**config.mk**
```make
export PLATFORM = sky130hd
export DESIGN_NAME = sorted_array_priority_queue_top_flat
export DESIGN_NICKNAME = d
export VERILOG_FILES = /design/src/rtl/core/sapq_pkg.sv /design/src/rtl/core/sapq_if.sv /design/src/rtl/core/sapq_ctrl.sv /design/src/rtl/core/sapq_dp.sv /design/src/rtl/core/sorted_array_priority_queue_top.sv /design/src/flat_wrapper.sv
export SDC_FILE = /design/constraint.sdc
export NUM_CORES = 1
export LEC_CHECK = 0
export BUFFER_PORTS_ARGS = -buffer_cell sky130_fd_sc_hd__clkbuf_2
export CAP_MARGIN = 20
export CORE_UTILIZATION = 58
export DETAILED_ROUTE_END_ITERATION = 10
export GPL_TIMING_DRIVEN = 0
export HOLD_SLACK_MARGIN = 0.05
export PLACE_DENSITY = 0.77
export SKIP_LAST_GASP = 1
export SLEW_MARGIN = 20
export SYNTH_ARGS = -nofsm -noshare
export SYNTH_HDL_FRONTEND = slang
export SYNTH_SLANG_ARGS = --single-unit
export TNS_END_PERCENT = 100
```
**constraint.sdc**
```tcl
create_clock -name clk -period 3.93 [get_ports clk]
set_input_delay 0.5895 -clock clk [delete_from_list [all_inputs] [get_ports clk]]
set_output_delay 0.5895 -clock clk [all_outputs]
set_load 0.03 [all_outputs]
```
**src/rtl/core/sapq_pkg.sv**
```systemverilog
// Shared constants, types and state encoding for the sorted-array priority queue.
package sapq_pkg;

    localparam int DEPTH = 16;
    localparam int PRI_W = 16;
    localparam int VAL_W = 8;
    localparam int IN_PRI_W = 16;
    localparam int CNT_W = $clog2(DEPTH + 1);
    localparam int IDX_W = $clog2(DEPTH);

    localparam logic FUNC_INSERT = 1'b0;
    localparam logic FUNC_REMOVE = 1'b1;

    typedef enum logic [0:0] {
        ST_IDLE,
        ST_RESP
    } sapq_state_t;

    typedef struct packed {
        logic exec;
    } sapq_cmd_t;

endpackage

```
**src/rtl/core/sapq_if.sv**
```systemverilog
// Request and response channel interfaces for the sorted-array priority queue.
interface sapq_req_if
    import sapq_pkg::*;
();
    logic                       valid;
    logic                       ready;
    logic                       func;
    logic [VAL_W-1:0]           item_value;
    logic signed [IN_PRI_W-1:0] item_priority;

    modport source (output valid, func, item_value, item_priority, input ready);
    modport sink (input valid, func, item_value, item_priority, output ready);
endinterface

interface sapq_rsp_if
    import sapq_pkg::*;
();
    logic             valid;
    logic             ready;
    logic             ok;
    logic [VAL_W-1:0] removed_value;
    logic             is_empty;
    logic             is_full;
    logic [CNT_W-1:0] entry_count;

    modport source (output valid, ok, removed_value, is_empty, is_full, entry_count,
                    input ready);
    modport sink (input valid, ok, removed_value, is_empty, is_full, entry_count,
                  output ready);
endinterface

```
**src/rtl/core/sapq_ctrl.sv**
```systemverilog
// Controller state machine that sequences accept, execute and result delivery.
module sapq_ctrl
    import sapq_pkg::*;
(
    input  logic      clk,
    input  logic      rst_n,
    input  logic      req_valid,
    output logic      req_ready,
    output logic      rsp_valid,
    input  logic      rsp_ready,
    output sapq_cmd_t cmd
);

    sapq_state_t state_reg;
    sapq_state_t state_next;

    always_ff @(posedge clk or negedge rst_n)
    begin
        if (!rst_n)
        begin
            state_reg <= ST_IDLE;
        end
        else
        begin
            state_reg <= state_next;
        end
    end

    always_comb
    begin
        state_next = state_reg;
        case (state_reg)
            ST_IDLE:
            begin
                if (req_valid)
                begin
                    state_next = ST_RESP;
                end
            end
            ST_RESP:
            begin
                if (rsp_ready)
                begin
                    state_next = ST_IDLE;
                end
            end
            default:
            begin
                state_next = ST_IDLE;
            end
        endcase
    end

    always_comb
    begin
        req_ready = 1'b0;
        rsp_valid = 1'b0;
        cmd.exec  = 1'b0;
        case (state_reg)
            ST_IDLE:
            begin
                req_ready = 1'b1;
                cmd.exec  = req_valid;
            end
            ST_RESP:
            begin
                rsp_valid = 1'b1;
            end
            default:
            begin
                req_ready = 1'b0;
            end
        endcase
    end

endmodule

```
**src/rtl/core/sapq_dp.sv**
```systemverilog
// Datapath holding the sorted slot array, the fill level and the result register.
module sapq_dp
    import sapq_pkg::*;
(
    input  logic                       clk,
    input  logic                       rst_n,
    input  sapq_cmd_t                  cmd,
    input  logic                       func,
    input  logic [VAL_W-1:0]           item_value,
    input  logic signed [IN_PRI_W-1:0] item_priority,
    output logic                       ok,
    output logic [VAL_W-1:0]           removed_value,
    output logic                       is_empty,
    output logic                       is_full,
    output logic [CNT_W-1:0]           entry_count
);

    logic [VAL_W-1:0]        val_reg [DEPTH];
    logic signed [PRI_W-1:0] pri_reg [DEPTH];
    logic [VAL_W-1:0]        val_next [DEPTH];
    logic signed [PRI_W-1:0] pri_next [DEPTH];
    logic [CNT_W-1:0]        fill_reg;
    logic [CNT_W-1:0]        fill_next;

    logic             ok_reg;
    logic [VAL_W-1:0] removed_reg;
    logic             empty_reg;
    logic             full_reg;
    logic [CNT_W-1:0] count_reg;

    logic signed [PRI_W-1:0] new_pri;
    logic [DEPTH-1:0]        below;
    logic                    cur_full;
    logic                    cur_empty;
    logic                    do_insert;
    logic                    do_remove;
    logic [IDX_W-1:0]        top_idx;
    logic [VAL_W-1:0]        top_val;

    assign new_pri   = item_priority[PRI_W-1:0];
    assign cur_full  = (fill_reg == CNT_W'(DEPTH));
    assign cur_empty = (fill_reg == '0);
    assign do_insert = cmd.exec && (func == FUNC_INSERT) && !cur_full;
    assign do_remove = cmd.exec && (func == FUNC_REMOVE) && !cur_empty;
    assign top_idx   = IDX_W'(fill_reg - CNT_W'(1));
    assign top_val   = val_reg[top_idx];

    // A slot whose entry has a lower priority than the new one stays put; the first slot
    // above those takes the new entry and every slot beyond it takes its lower neighbor.
    always_comb
    begin
        for (int i = 0; i < DEPTH; i++)
        begin
            below[i] = (CNT_W'(i) < fill_reg) && (pri_reg[i] < new_pri);
        end
        for (int i = 0; i < DEPTH; i++)
        begin
            val_next[i] = val_reg[i];
            pri_next[i] = pri_reg[i];
            if (!below[i])
            begin
                if (i == 0)
                begin
                    val_next[i] = item_value;
                    pri_next[i] = new_pri;
                end
                else if (below[i-1])
                begin
                    val_next[i] = item_value;
                    pri_next[i] = new_pri;
                end
                else
                begin
                    val_next[i] = val_reg[i-1];
                    pri_next[i] = pri_reg[i-1];
                end
            end
        end
    end

    always_comb
    begin
        fill_next = fill_reg;
        if (do_insert)
        begin
            fill_next = fill_reg + CNT_W'(1);
        end
        else if (do_remove)
        begin
            fill_next = fill_reg - CNT_W'(1);
        end
    end

    always_ff @(posedge clk)
    begin
        if (do_insert)
        begin
            for (int i = 0; i < DEPTH; i++)
            begin
                val_reg[i] <= val_next[i];
                pri_reg[i] <= pri_next[i];
            end
        end
    end

    always_ff @(posedge clk or negedge rst_n)
    begin
        if (!rst_n)
        begin
            fill_reg <= '0;
        end
        else
        begin
            fill_reg <= fill_next;
        end
    end

    always_ff @(posedge clk)
    begin
        if (cmd.exec)
        begin
            ok_reg      <= do_insert || do_remove;
            removed_reg <= do_remove ? top_val : '0;
            empty_reg   <= (fill_next == '0);
            full_reg    <= (fill_next == CNT_W'(DEPTH));
            count_reg   <= fill_next;
        end
    end

    assign ok            = ok_reg;
    assign removed_value = removed_reg;
    assign is_empty      = empty_reg;
    assign is_full       = full_reg;
    assign entry_count   = count_reg;

endmodule

```
**src/rtl/core/sorted_array_priority_queue_top.sv**
```systemverilog
// Top level of the sorted-array priority queue.
// An accepted item executes in the accept cycle; its result is valid on the next cycle.
// One item is in flight at a time: the result register must be emptied before the
// next item is accepted.
// Reset empties the queue; slot contents are left undefined and are never read until written.
module sorted_array_priority_queue_top
    import sapq_pkg::*;
(
    input logic        clk,
    input logic        rst_n,
    sapq_req_if.sink   req,
    sapq_rsp_if.source rsp
);

    sapq_cmd_t cmd;

    sapq_ctrl u_ctrl (
        .clk       (clk),
        .rst_n     (rst_n),
        .req_valid (req.valid),
        .req_ready (req.ready),
        .rsp_valid (rsp.valid),
        .rsp_ready (rsp.ready),
        .cmd       (cmd)
    );

    sapq_dp u_dp (
        .clk           (clk),
        .rst_n         (rst_n),
        .cmd           (cmd),
        .func          (req.func),
        .item_value    (req.item_value),
        .item_priority (req.item_priority),
        .ok            (rsp.ok),
        .removed_value (rsp.removed_value),
        .is_empty      (rsp.is_empty),
        .is_full       (rsp.is_full),
        .entry_count   (rsp.entry_count)
    );

endmodule

```
**src/flat_wrapper.sv**
```systemverilog
// flat-port wrapper written by rule: the top's interface ports become plain ports
module sorted_array_priority_queue_top_flat import sapq_pkg::*;
  (clk, rst_n, req_valid, req_func, req_item_value, req_item_priority, req_ready, rsp_valid, rsp_ok, rsp_removed_value, rsp_is_empty, rsp_is_full, rsp_entry_count, rsp_ready);
  sapq_req_if req_i ();
  sapq_rsp_if rsp_i ();
  input logic clk;
  input logic rst_n;
  input wire logic [$bits(req_i.valid)-1:0] req_valid;
  input wire logic [$bits(req_i.func)-1:0] req_func;
  input wire logic [$bits(req_i.item_value)-1:0] req_item_value;
  input wire logic [$bits(req_i.item_priority)-1:0] req_item_priority;
  output wire logic [$bits(req_i.ready)-1:0] req_ready;
  output wire logic [$bits(rsp_i.valid)-1:0] rsp_valid;
  output wire logic [$bits(rsp_i.ok)-1:0] rsp_ok;
  output wire logic [$bits(rsp_i.removed_value)-1:0] rsp_removed_value;
  output wire logic [$bits(rsp_i.is_empty)-1:0] rsp_is_empty;
  output wire logic [$bits(rsp_i.is_full)-1:0] rsp_is_full;
  output wire logic [$bits(rsp_i.entry_count)-1:0] rsp_entry_count;
  input wire logic [$bits(rsp_i.ready)-1:0] rsp_ready;
  assign req_i.valid = req_valid;
  assign req_i.func = req_func;
  assign req_i.item_value = req_item_value;
  assign req_i.item_priority = req_item_priority;
  assign req_ready = req_i.ready;
  assign rsp_valid = rsp_i.valid;
  assign rsp_ok = rsp_i.ok;
  assign rsp_removed_value = rsp_i.removed_value;
  assign rsp_is_empty = rsp_i.is_empty;
  assign rsp_is_full = rsp_i.is_full;
  assign rsp_entry_count = rsp_i.entry_count;
  assign rsp_i.ready = rsp_ready;
  sorted_array_priority_queue_top u_core (.clk(clk), .rst_n(rst_n), .req(req_i), .rsp(rsp_i));
endmodule
```
==> metrics.txt <==
syn_area_per_cell=14.71 µm²; DRT Pass-1 Iters=5; Finished Layout Cells=2319; area grow syn2layout=13.58%; starting density of the core=between 50% and 60%; FP Rows=between 70 and 80; Placer Congestion=~0.9; unique cell type count in the Yosys netlist=68; Max Slew Vio Count=0; Fillers=approximately 2800; I/O pin cnt=47; pin count of the biggest net entering global routing=25; DR vias/cell=around 6.5; violation count after the first detailed-route iteration=approximately 1300; CTS max path bufs=3; Post-synth top cells=400 x edfxtp_1, 334 x mux2_2, 244 x ha_1; Core Area=0.03982 mm²; Clock Pin Slew Worst Setup and Hold Paths=0.06 ns; Worst VDD drop=0.3446 mV; Post-Route WL=around 60 mm; Period Utilization, post-route=98.85%; post-synthesis register bit count=~410; Layout Nets=roughly 2000; placed cells=2176; Synth area leader=edfxtp_1; CTS Buf Count=44; YS warnings=0; CTS tree=yes; HP Class=input pin to register; pwr dens=around 560 mW/mm²; initial antenna violation count=0; die width=about 200 µm; global route overflow=0; Critical Path AT=roughly 4.2 ns; height of the die=~200 µm; ANT cells=0; Worst-Margin Slew=about 1.1 ns; share of layout cells above drive strength 1=a little under two fifths; vias in the first global route=roughly 15000; hold violation count in the final report=0; clk sinks=roughly 400; MaxCap Viol Count=0; Worst Reg-to-Reg Cells=9; Startpoint Class=input pin; routed len/inst=25.86 µm; first-pass GRT wire length=~90 mm; post-route cell area=0.02670 mm²; Largest register FFs=roughly 260; r2r setup slk=0.09 ns; Worst setup EP type=register; Final Skew=0.02158 ns; share of the synthesized area in the top cell type=between 50% and 60%; top post-synthesis cells by area=edfxtp_1 51%, mux2_2 16%, ha_1 13%; cell area after synthesis=roughly 0.024 mm²; count leader, synth=edfxtp_1; hpwl dp=around 42 mm; Worst-Skew Late Latency=roughly 0.56 ns; Final min period=3.885 ns; Peak Freq=257.4 MHz; Placement Cell Area=0.02467 mm²; Final ANT Viol Nets=0; Worst Setup Path Type=input pin to register; status=complete, no violations; Synth Flop Type=edfxtp_1; sequential share of the synthesized area=51.74%; Gate Count Post-Synth=approximately 1600; Rel. slew slack=22.84%; Lkg Pwr=0.009973 µW; CP Max Fanout=10; Post-synth ARST share=1.478%; Worst EP required=4.22 ns; number of flops mapped to enable cells by yosys=400; port bufs=46; Fin Setup TNS=0 ns; Overall Global Routing Usage=between 20% and 30%; final setup fails=0; root buf cell=clkbuf_16; CTS H-Tree Depth=2; Syn Nets=between 1500 and 2000; DIE AREA=0.04134 mm²; depth of the worst hold-timing path=2; DRC=0; via count of the routed design=roughly 15000
==> layout make-up <==
type | count | area [µm²] | share of cell area [%]
timing repair buffer | 117 | 923.4 | 3.458
buffer | 77 | 471.7 | 1.767
clock buffer | 64 | 1237 | 4.635
sequential | 406 | 12160 | 45.55
inverter | 22 | 138.9 | 0.5202
clock inverter | 13 | 136.4 | 0.5108
multi-input combinational | 1095 | 10970 | 41.10
tap | 525 | 656.9 | 2.460
==> metrics by stage <==
stage / power, µW / hold slack, ns / setup WS, ns / utilization (%)
3_3_place_gp: 10540 / 0.4485 / -2.072 / 61.29
4_1_cts: 14880 / 0.1954 / 0.001660 / 66.96
6_report: 14960 / 0.2099 / 0.04516 / 67.04
2_1_floorplan: 9344 / 0.2939 / 0.05095 / -
5_1_grt: 15490 / 0.2193 / -0.007519 / 67.04
3_5_place_dp: 10740 / 0.4443 / -1.623 / 61.94
==> critical path, cell delays in order <==
cell and delay [ns]:
clkbuf_2 0.20, clkbuf_2 0.36, clkinvlp_4 0.14, buf_4 0.18
ha_1 0.32, a211oi_1 0.21, o21ai_0 0.19, a211oi_1 0.57
o21ai_1 0.19, xor2_1 0.35, nand2_1 0.29, buf_4 0.28
mux2_2 0.28
==> power breakdown <==
group	switching, µW	total, µW	internal (µW)
registers	213	5690	5480
logic	2820	5190	2370
clock network	1710	4080	2370
total	4740	15000	10200
==> worst paths after layout <==
path                                                     start                                    end
setup / recovery                          req_item_priority[2]  u_core.u_dp.pri_reg[0][124]$_DFFE_PP_
hold / removal                                       rsp_ready      u_core.u_ctrl.state_reg$_DFF_PN0_
setup reg to reg             u_core.u_dp.fill_reg[0]$_DFF_PN0_    u_core.u_dp.val_reg[0][6]$_DFFE_PP_
hold reg to reg            u_core.u_dp.val_reg[7][2]$_DFFE_PP_    u_core.u_dp.val_reg[8][2]$_DFFE_PP_
max in group asynchronous                                rst_n      u_core.u_dp.fill_reg[3]$_DFF_PN0_
min in group asynchronous                                rst_n      u_core.u_ctrl.state_reg$_DFF_PN0_
==> timing repair <==
| action | 4_1_cts | 5_1_grt |
|---|---|---|
| endpoints found under the hold margin | 6 | 0 |
| pin swaps | 1 | 2 |
| endpoints found under the setup margin | 615 | 309 |
| cloned | 1 | 2 |
| hold buffers | 1 | 0 |
| gates resized for setup | 34 | 10 |
| setup buffers | 63 | 0 |
==> cells by family after synthesis <==
logic type      Yosys count  share of synthesized area (%)
compound gates          240                          7.111
xor+xnor                 10                         0.3726
fa+ha+maj               244                          12.99
buf+inv                 100                          2.273
flops                   406                          51.74
mux                     403                          21.09
simple gates            195                          4.434
==> cells in the final DEF, fill, tap and decap left out, drive strengths merged, types with 4 or more instances in the layout <==
cell	instances
edfxtp	400
mux2	361
ha	244
clkbuf	143
buf	114
a21oi	66
nor2	44
a21o	35
a211oi	35
nand2	34
o21ai	34
mux4	32
nand4	30
nor2b	22
clkinvlp	16
nand2b	15
nor3	14
o21a	13
mux2i	10
o31ai	10
nand3	9
and3	8
clkinv	8
inv	8
o211ai	7
o21bai	6
dfrtp	6
o221ai	6
a2111oi	6
xor2	5
xnor2	5
or3	4
and4	4
a31oi	4
and2	4
==> routing by layer <==
layer	track usage, %	share of wire [%]	routed length [µm]	vias up
li1	-	-	-	6723
met1	41.69	43	25910	7542
met2	47.37	47	28230	618
met3	3.691	7.3	4360	102
met4	8.351	2.5	1475	0
met5	0	0	0	-
No activity file was read; power rests on OpenSTA's default activity.
